[config.mk]
export PLATFORM = sky130hd
export DESIGN_NAME = cartridge_mapper_banks_irq_serial
export DESIGN_NICKNAME = d
export VERILOG_FILES = /design/src/rtl/core/cmb_pkg.sv /design/src/rtl/core/cmb_bank_mod.sv /design/src/rtl/core/cmb_decode.sv /design/src/rtl/core/cmb_regs.sv /design/src/rtl/core/cartridge_mapper_banks_irq_serial.sv
export SDC_FILE = /design/constraint.sdc
export NUM_CORES = 1
export LEC_CHECK = 0
export ABC_AREA = 1
export BUFFER_PORTS_ARGS = -buffer_cell sky130_fd_sc_hd__clkbuf_2
export CAP_MARGIN = 20
export CELL_PAD_IN_SITES_DETAIL_PLACEMENT = 1
export CELL_PAD_IN_SITES_GLOBAL_PLACEMENT = 1
export CORE_ASPECT_RATIO = 1.2
export CORE_MARGIN = 10
export CORE_UTILIZATION = 49
export CTS_CLUSTER_DIAMETER = 40
export DETAILED_ROUTE_END_ITERATION = 8
export GPL_TIMING_DRIVEN = 0
export PLACE_DENSITY_LB_ADDON = 0.1
export SYNTH_ARGS = -nofsm -noshare
export SYNTH_HDL_FRONTEND = slang
export SYNTH_SLANG_ARGS = --single-unit
export TNS_END_PERCENT = 10
[constraint.sdc]
create_clock -name clk -period 2.9 [get_ports clk]
set_input_delay 0.58 -clock clk [delete_from_list [all_inputs] [get_ports clk]]
set_output_delay 0.58 -clock clk [all_outputs]
set_load 0.01 [all_outputs]
[src/rtl/core/cmb_pkg.sv]
// Shared types, codes and constants for the cartridge mapper with banks,
// scanline IRQ counter and serial misc-ROM pointer.
// No dependencies.
package cmb_pkg;

	localparam int TYPE_W  = 2;
	localparam int ADDR_W  = 16;
	localparam int DATA_W  = 8;
	localparam int SPACE_W = 2;
	localparam int RADDR_W = 20;
	localparam int BANK_W  = 6;
	localparam int NBANK   = 4;
	localparam int PTR_W   = 32;
	localparam int CNT_W   = 8;

	localparam int PRG_ROM_KB_DEF   = 512;
	localparam int CHR_ROM_KB_DEF   = 256;
	localparam int MISC_ADDR_W_DEF  = 16;

	typedef enum logic [TYPE_W-1:0] {
		REQ_WR   = 2'd0,
		REQ_RD   = 2'd1,
		REQ_TICK = 2'd2,
		REQ_PPU  = 2'd3
	} req_t;

	typedef enum logic [SPACE_W-1:0] {
		SPACE_NONE = 2'd0,
		SPACE_PRG  = 2'd1,
		SPACE_MISC = 2'd2,
		SPACE_CHR  = 2'd3
	} space_t;

	// CPU write targets, by address bits 15:12
	localparam logic [3:0] WR_LATCH  = 4'h8;
	localparam logic [3:0] WR_CLR    = 4'h9;
	localparam logic [3:0] WR_DIS    = 4'hA;
	localparam logic [3:0] WR_EN     = 4'hB;
	localparam logic [3:0] WR_SERIAL = 4'hC;
	localparam logic [3:0] WR_CTRL   = 4'hD;
	localparam logic [3:0] WR_BANK_E = 4'hE;
	localparam logic [3:0] WR_BANK_F = 4'hF;

	localparam logic [ADDR_W-1:0] MISC_MASK  = 16'hF800;
	localparam logic [ADDR_W-1:0] MISC_WIN_A = 16'h4800;
	localparam logic [ADDR_W-1:0] MISC_WIN_B = 16'hC000;
	localparam logic [ADDR_W-1:0] MISC_WIN_C = 16'hC800;
	localparam logic [ADDR_W-1:0] CHR_HI     = 16'h1000;
	localparam logic [DATA_W-1:0] BANK_MASK  = 8'h3F;
	localparam logic [DATA_W-1:0] AUTOINC_BIT = 8'h02;

	localparam int CHR_HI_BANK = 8'hFD;
	localparam int PRG_E_BANK  = 4;
	localparam int PRG_D_BANK  = 7;
	localparam int PRG_5_BANK  = 1;

	typedef struct packed {
		logic [NBANK-1:0][BANK_W-1:0] bank;
		logic [PTR_W-1:0]             ptr;
		logic                         pending;
	} cmb_state_t;

	typedef struct packed {
		space_t             space;
		logic [RADDR_W-1:0] raddr;
		logic               misc_hit;
	} cmb_dec_t;

endpackage

[src/rtl/core/cmb_bank_mod.sv]
// Bank number reduced modulo the bank count of a ROM, as a constant table.
// Depends on cmb_pkg.
module cmb_bank_mod #(
	parameter int BANKS = 8
) (
	input  logic [cmb_pkg::BANK_W-1:0] bank,
	output logic [cmb_pkg::BANK_W-1:0] bank_red
);
	import cmb_pkg::*;

	localparam int ENTRIES = 1 << BANK_W;

	logic [ENTRIES-1:0][BANK_W-1:0] tbl;

	for (genvar i = 0; i < ENTRIES; i++) begin : g_ent
		localparam int REM = i % BANKS;
		assign tbl[i] = BANK_W'(REM);
	end

	assign bank_red = tbl[bank];

endmodule

[src/rtl/core/cmb_decode.sv]
// Read address translation: CPU reads to PRG or misc ROM, PPU reads to CHR ROM.
// Depends on cmb_pkg and cmb_bank_mod.
module cmb_decode #(
	parameter int PRG_ROM_KB  = cmb_pkg::PRG_ROM_KB_DEF,
	parameter int CHR_ROM_KB  = cmb_pkg::CHR_ROM_KB_DEF,
	parameter int MISC_ADDR_W = cmb_pkg::MISC_ADDR_W_DEF
) (
	input  cmb_pkg::req_t                  req,
	input  logic [cmb_pkg::ADDR_W-1:0]     addr,
	input  cmb_pkg::cmb_state_t            st,
	output cmb_pkg::cmb_dec_t              dec
);
	import cmb_pkg::*;

	localparam int PRG8_BANKS = (PRG_ROM_KB / 8 == 0) ? 1 : PRG_ROM_KB / 8;
	localparam int PRG4_BANKS = (PRG_ROM_KB / 4 == 0) ? 1 : PRG_ROM_KB / 4;
	localparam int CHR4_BANKS = (CHR_ROM_KB / 4 == 0) ? 1 : CHR_ROM_KB / 4;

	localparam logic [RADDR_W-1:0] PRG_E_BASE =
		RADDR_W'((PRG_E_BANK % PRG8_BANKS) * 8192);
	localparam logic [RADDR_W-1:0] PRG_D_BASE =
		RADDR_W'((PRG_D_BANK % PRG4_BANKS) * 4096);
	localparam logic [RADDR_W-1:0] PRG_5_BASE =
		RADDR_W'((PRG_5_BANK % PRG4_BANKS) * 4096);
	localparam logic [RADDR_W-1:0] CHR_HI_BASE =
		RADDR_W'((CHR_HI_BANK % CHR4_BANKS) * 4096);

	logic [BANK_W-1:0]  prg_bank;
	logic [BANK_W-1:0]  prg_red;
	logic [BANK_W-1:0]  chr_red;
	logic [RADDR_W-1:0] prg_sw_addr;
	logic [RADDR_W-1:0] chr_lo_addr;
	logic [ADDR_W-1:0]  top;
	logic               misc_win;

	// switchable 8K PRG windows at 0x6000, 0x8000 and 0xA000
	always_comb begin
		if (addr >= 16'hA000) begin
			prg_bank = st.bank[2];
		end else if (addr >= 16'h8000) begin
			prg_bank = st.bank[1];
		end else begin
			prg_bank = st.bank[0];
		end
	end

	cmb_bank_mod #(.BANKS(PRG8_BANKS)) u_prg_mod (
		.bank     (prg_bank),
		.bank_red (prg_red)
	);

	cmb_bank_mod #(.BANKS(CHR4_BANKS)) u_chr_mod (
		.bank     (st.bank[3]),
		.bank_red (chr_red)
	);

	assign prg_sw_addr = {1'b0, prg_red, addr[12:0]};
	assign chr_lo_addr = {2'b00, chr_red, addr[11:0]};

	assign top      = addr & MISC_MASK;
	assign misc_win = (top == MISC_WIN_A) || (top == MISC_WIN_B) || (top == MISC_WIN_C);

	always_comb begin
		dec.space    = SPACE_NONE;
		dec.raddr    = '0;
		dec.misc_hit = 1'b0;
		case (req)
			REQ_RD: begin
				dec.space = SPACE_PRG;
				if (misc_win) begin
					dec.space    = SPACE_MISC;
					dec.raddr    = RADDR_W'(st.ptr[MISC_ADDR_W-1:0]);
					dec.misc_hit = 1'b1;
				end else if (addr >= 16'hE000) begin
					dec.raddr = PRG_E_BASE | {7'd0, addr[12:0]};
				end else if (addr >= 16'hD000) begin
					dec.raddr = PRG_D_BASE | {8'd0, addr[11:0]};
				end else if (addr >= 16'h6000) begin
					dec.raddr = prg_sw_addr;
				end else if (addr >= 16'h5000) begin
					dec.raddr = PRG_5_BASE | {8'd0, addr[11:0]};
				end else begin
					dec.space = SPACE_NONE;
				end
			end
			REQ_PPU: begin
				dec.space = SPACE_CHR;
				if ((addr & CHR_HI) != '0) begin
					dec.raddr = CHR_HI_BASE | {8'd0, addr[11:0]};
				end else begin
					dec.raddr = chr_lo_addr;
				end
			end
			default: begin
				dec.space = SPACE_NONE;
			end
		endcase
	end

endmodule

[src/rtl/core/cmb_regs.sv]
// Mapper register file: bank registers, serial pointer, IRQ latch and counter.
// Depends on cmb_pkg.
module cmb_regs (
	input  logic                       clk,
	input  logic                       arst_n,
	input  logic                       proc,
	input  cmb_pkg::req_t              req,
	input  logic [cmb_pkg::ADDR_W-1:0] addr,
	input  logic [cmb_pkg::DATA_W-1:0] data,
	input  logic                       misc_hit,
	output cmb_pkg::cmb_state_t        st,
	output logic                       pending_d
);
	import cmb_pkg::*;

	logic [NBANK-1:0][BANK_W-1:0] bank_q;
	logic [PTR_W-1:0]             ptr_q;
	logic                         autoinc_q;
	logic [CNT_W-1:0]             reload_q;
	logic [CNT_W-1:0]             cnt_q;
	logic                         en_q;
	logic                         pending_q;

	logic [NBANK-1:0][BANK_W-1:0] bank_d;
	logic [PTR_W-1:0]             ptr_d;
	logic                         autoinc_d;
	logic [CNT_W-1:0]             reload_d;
	logic [CNT_W-1:0]             cnt_d;
	logic                         en_d;
	logic [DATA_W-1:0]            bank_val;

	assign bank_val = data & BANK_MASK;

	always_comb begin
		bank_d    = bank_q;
		ptr_d     = ptr_q;
		autoinc_d = autoinc_q;
		reload_d  = reload_q;
		cnt_d     = cnt_q;
		en_d      = en_q;
		pending_d = pending_q;
		if (proc) begin
			case (req)
				REQ_WR: begin
					unique case (addr[15:12])
						WR_LATCH:  reload_d = data;
						WR_CLR:    cnt_d = '0;
						WR_DIS: begin
							en_d      = 1'b0;
							pending_d = 1'b0;
						end
						WR_EN:     en_d = 1'b1;
						WR_SERIAL: ptr_d = {ptr_q[PTR_W-2:0], data[7]};
						WR_CTRL:   autoinc_d = (data & AUTOINC_BIT) != '0;
						WR_BANK_E, WR_BANK_F: bank_d[data[7:6]] = bank_val[BANK_W-1:0];
						default: ;
					endcase
				end
				REQ_RD: begin
					if (misc_hit && autoinc_q) begin
						ptr_d = ptr_q + PTR_W'(1);
					end
				end
				REQ_TICK: begin
					// reload on zero, otherwise count down
					if (cnt_q == '0) begin
						cnt_d = reload_q;
					end else begin
						cnt_d = cnt_q - CNT_W'(1);
					end
					if (cnt_d == '0 && en_q) begin
						pending_d = 1'b1;
					end
				end
				default: ;
			endcase
		end
	end

	always_ff @(posedge clk or negedge arst_n) begin
		if (!arst_n) begin
			bank_q    <= '0;
			ptr_q     <= '0;
			autoinc_q <= 1'b0;
			reload_q  <= '0;
			cnt_q     <= '0;
			en_q      <= 1'b0;
			pending_q <= 1'b0;
		end else begin
			bank_q    <= bank_d;
			ptr_q     <= ptr_d;
			autoinc_q <= autoinc_d;
			reload_q  <= reload_d;
			cnt_q     <= cnt_d;
			en_q      <= en_d;
			pending_q <= pending_d;
		end
	end

	assign st.bank    = bank_q;
	assign st.ptr     = ptr_q;
	assign st.pending = pending_q;

endmodule

[src/rtl/core/cartridge_mapper_banks_irq_serial.sv]
// Cartridge mapper top level: input register, decode and register update, result register.
// An accepted item is decoded from the input register and its result is captured in the result register.
// Throughput: one item per cycle; input stalls only once both the input and result
// registers hold an item while out_ready is low.
// Reset (arst_n low) clears both pipeline valids, all bank registers, the serial pointer,
// the IRQ latch, counter, enable and pending flag at once.
// Depends on cmb_pkg, cmb_regs, cmb_decode and cmb_bank_mod.
module cartridge_mapper_banks_irq_serial #(
	parameter int PRG_ROM_KB  = cmb_pkg::PRG_ROM_KB_DEF,
	parameter int CHR_ROM_KB  = cmb_pkg::CHR_ROM_KB_DEF,
	parameter int MISC_ADDR_W = cmb_pkg::MISC_ADDR_W_DEF
) (
	input  logic                         clk,
	input  logic                         arst_n,
	input  logic                         in_valid,
	output logic                         in_ready,
	input  logic [cmb_pkg::TYPE_W-1:0]   req_type,
	input  logic [cmb_pkg::ADDR_W-1:0]   bus_address,
	input  logic [cmb_pkg::DATA_W-1:0]   write_data,
	output logic                         out_valid,
	input  logic                         out_ready,
	output logic [cmb_pkg::SPACE_W-1:0]  rom_space,
	output logic [cmb_pkg::RADDR_W-1:0]  rom_address,
	output logic                         irq_out
);
	import cmb_pkg::*;

	logic                valid_s1;
	req_t                req_s1;
	logic [ADDR_W-1:0]   addr_s1;
	logic [DATA_W-1:0]   data_s1;

	logic                valid_s2;
	space_t              space_s2;
	logic [RADDR_W-1:0]  raddr_s2;
	logic                irq_s2;

	logic                out_free;
	logic                proc;
	cmb_state_t          st;
	cmb_dec_t            dec;
	logic                pending_d;

	assign out_free = !valid_s2 || out_ready;
	assign proc     = valid_s1 && out_free;
	assign in_ready = !valid_s1 || out_free;

	always_ff @(posedge clk or negedge arst_n) begin
		if (!arst_n) begin
			valid_s1 <= 1'b0;
		end else if (in_ready) begin
			valid_s1 <= in_valid;
		end
	end

	always_ff @(posedge clk) begin
		if (in_ready && in_valid) begin
			req_s1  <= req_t'(req_type);
			addr_s1 <= bus_address;
			data_s1 <= write_data;
		end
	end

	cmb_decode #(
		.PRG_ROM_KB  (PRG_ROM_KB),
		.CHR_ROM_KB  (CHR_ROM_KB),
		.MISC_ADDR_W (MISC_ADDR_W)
	) u_decode (
		.req  (req_s1),
		.addr (addr_s1),
		.st   (st),
		.dec  (dec)
	);

	cmb_regs u_regs (
		.clk       (clk),
		.arst_n    (arst_n),
		.proc      (proc),
		.req       (req_s1),
		.addr      (addr_s1),
		.data      (data_s1),
		.misc_hit  (dec.misc_hit),
		.st        (st),
		.pending_d (pending_d)
	);

	always_ff @(posedge clk or negedge arst_n) begin
		if (!arst_n) begin
			valid_s2 <= 1'b0;
		end else if (out_free) begin
			valid_s2 <= valid_s1;
		end
	end

	always_ff @(posedge clk) begin
		if (proc) begin
			space_s2 <= dec.space;
			raddr_s2 <= dec.raddr;
			irq_s2   <= pending_d;
		end
	end

	assign out_valid   = valid_s2;
	assign rom_space   = space_s2;
	assign rom_address = raddr_s2;
	assign irq_out     = irq_s2;

	a_none_zero: assert property (@(posedge clk) disable iff (!arst_n)
		valid_s2 && space_s2 == SPACE_NONE |-> raddr_s2 == '0)
		else $error("open-bus result with nonzero address");

	a_irq_rise: assert property (@(posedge clk) disable iff (!arst_n)
		$rose(st.pending) |-> $past(proc && req_s1 == REQ_TICK))
		else $error("IRQ raised without a scanline tick");

	a_irq_match: assert property (@(posedge clk) disable iff (!arst_n)
		proc |=> irq_s2 == st.pending)
		else $error("result IRQ level differs from pending flag");

	a_empty_ready: assert property (@(posedge clk) disable iff (!arst_n)
		!valid_s1 |-> in_ready)
		else $error("empty input stage not ready");

endmodule

==> out/results.ini <==
[yosys]
avgSynthCellArea_sq_um=9.473
synth_ff_type=dfrtp_1
muxShareOfSynthArea_pct=0
syn_area_sq_um=5125
synth.net_count=574
ys_seq_elements=109
ys.warnings.count=0
synth.top_cells.by_area=dfrtp_1 (30%), edfxtp_1 (28%), nand2_1 (8.7%)
postSynthCellCount=541
synth_commonest_cells=nand2_1 (119), dfrtp_1 (61), inv_1 (53)
synth_top_area_cell=dfrtp_1
synth_top_family_by_area=simple AND/OR/NAND/NOR gates
synth_cell_type_count=39
synth-edff-count=48
synth_top_area_share_pct=29.79
synthArstFlopShare_pct=55.96
yosysSeqAreaShare_pct=57.91
synth_compound_area_share_pct=13.89
synth_xor_area_share_pct=0.6836
synth_simple_gate_area_share_pct=19.26
yosysMostFrequentCell=nand2_1
post_synth_fa_ha_maj_area_fraction_pct=0.7324

[drt]
drt-initial-drc-count=207
viasPerCell=5.514
wl_mm=13.26
drc_errors=0
firstDrtPassIters=4
via_count=4064
antenna_left=0
post_drt_wl_per_cell_um=17.99

[place]
io_buffers=53
place_area_sq_um=5550
hpwl_mm=9.895
place_congestion=0.8447
pre_cts_ws_ns=0.2557

[setup_path]
path_cells=nand2_1 -> nand2_1 -> inv_2 -> nand2_2 -> a21oi_1 -> o21ai_0
worstPathArrival_ns=2.52
crit_slowest_cell=a21oi_1
cp-end-kind=flop
path_max_fanout=23
critPathTopFamily=compound AO/OA/AOI/OAI gates
cp_num_buf_inv=1
crit_required_ns=3.10
start_kind=flop
path_class=reg2reg
critPathMaxStageDelay_ns=0.63
cp_common_cell=nand2_1

[die]
fp.dieArea_sq_um=14970
ioPinCount=55
die-height_um=132.0
fp.dieW_um=113.4
core.rowCount=40
start_util_pct=50.69
coreArea_sq_um=10110

[job]
cap_violations=0

[global_route]
overflow=0
grt_util_all_layers_pct=18.44
antenna_found_initial=0
grt_pass1_vias=4555
grt_max_degree=62
grt_pass1_wl_mm=22.62

[clocking]
clockBufferDepth=2
clock_latency_ns=0.35
cts_hold_buf=0
cts_resized=0
clk_pin_slew_ns=0.07
cts_tree=yes
cts_setup_buffers=0
cts-buffers-inserted=9
root_buffer=clkbuf_16
clock-sinks=109
htree_num_levels=3

[finish]
layout-drive-gt1-share_pct=20.29
n_fill_cell=1193
stdcell_area_sq_um=5834
finish.net_count=639
syn_to_final_growth_pct=13.84
antenna_cells=0

[sta]
hold_viol_final=0
slew_headroom_pct=39.22
maxSlewViolCount=0
setup_violations=0
rsz0062_at_grt=no
period_needed_ns=2.327
max_slew.worst_pin.slew_ns=0.9117
skew_ns=0.009277
fin_crit_sh_pct=80.23
max_freq_mhz=429.8
timing.final.ws_setup_ns=0.5732
setup-tns-final_ns=0

[power]
pwr_density_cell_nw_per_um2=784.4
p_total_mw=4.576
peakVddDrop_v=0.0003696
power_leakage_nw=2.578

[worst_hold_path]
hold_path_class=in2async

[outcome]
outcome=complete, no violations

==> layout by cell type (no fill, tap or decap), types with 3 or more instances in the layout <==
| master | n |
|---|---|
| a21oi_1 | 12 |
| buf_2 | 4 |
| buf_4 | 4 |
| buf_6 | 7 |
| clkbuf_16 | 9 |
| clkbuf_2 | 52 |
| clkinvlp_4 | 3 |
| dfrtp_1 | 61 |
| edfxtp_1 | 48 |
| ha_1 | 3 |
| inv_1 | 53 |
| inv_2 | 9 |
| nand2_1 | 119 |
| nand2_2 | 3 |
| nand3_1 | 23 |
| nand3_2 | 5 |
| nand4_1 | 5 |
| nor2_1 | 41 |
| nor2_2 | 5 |
| nor2_4 | 3 |
| nor3_1 | 5 |
| nor3_2 | 3 |
| o211ai_1 | 13 |
| o21ai_0 | 36 |
| o21ai_1 | 46 |
| o21ai_2 | 6 |
| o22ai_1 | 8 |
| xor2_1 | 3 |
==> state kept, by name, indices dropped and copies added, names as in the netlist, 2 cells and up <==
name	flops
u_regs.st	24
u_regs.reload_q	8
u_regs.cnt_q	8
addr_s1	16
u_regs.ptr_q	16
rom_space	2
rom_address	19
data_s1	8
req_s1	2
==> worst paths after layout <==
check / start / endpoint / slack [ns] / cells after the start
setup / recovery: out_valid / u_regs.cnt_q[1] / 0.57 / 6
hold / removal: arst_n / u_regs.cnt_q[6] / 0.37 / 1
setup reg to reg: out_valid / u_regs.cnt_q[1] / 0.57 / 6
hold reg to reg: u_regs.st[44] / u_regs.st[44] / 0.49 / 2
max in group asynchronous: arst_n / u_regs.ptr_q[0] / 1.93 / 1
min in group clk: bus_address[3] / addr_s1[3] / 0.40 / 1
==> final cells by class <==
type | count | area (sq um) | area share, %
multi-input combinational | 351 | 1775 | 30.43
sequential | 109 | 2968 | 50.87
buffer | 16 | 132.6 | 2.273
timing repair buffer | 54 | 282.8 | 4.847
tap | 126 | 157.7 | 2.702
clock inverter | 6 | 40.04 | 0.6863
inverter | 65 | 249.0 | 4.268
clock buffer | 10 | 229.0 | 3.925
==> logic make-up (layout without fill, tap and decap cells) <==
logic type	after synthesis	in the layout
AND/OR/NAND/NOR	217	217
buffers and inverters	81	151
XOR/XNOR	4	4
adder cells (fa/ha/maj)	3	3
other	1	1
AO/OA/AOI/OAI	126	126
flip-flops	109	109
==> metrics by stage <==
step / utilization [%] / std cells / hold WS [ns]
after CTS: 57.56 / 736 / 0.3971
after detailed placement: 54.90 / 720 / 0.4700
after floorplan: - / 541 / 0.2844
final: 57.71 / 737 / 0.3708
after global placement: 54.88 / 720 / 0.4617
after global routing: 57.71 / 737 / 0.3939
==> power breakdown <==
part | leakage (nW) | switching [mW] | internal (mW)
combinational | 1.19 | 0.834 | 0.428
sequential | 1.27 | 0.241 | 1.93
clock | 0.122 | 0.565 | 0.580
total | 2.58 | 1.64 | 2.94
==> metal layers <==
layer  GRT usage [%]  part of all wire (%)  up-vias
li1                -                     -     1943
met1           22.01                    43     2025
met2           31.80                    51       81
met3           2.960                   4.2       15
met4           7.698                   1.8        0
met5               0                     0        -
(Power assumes the default switching activity.)
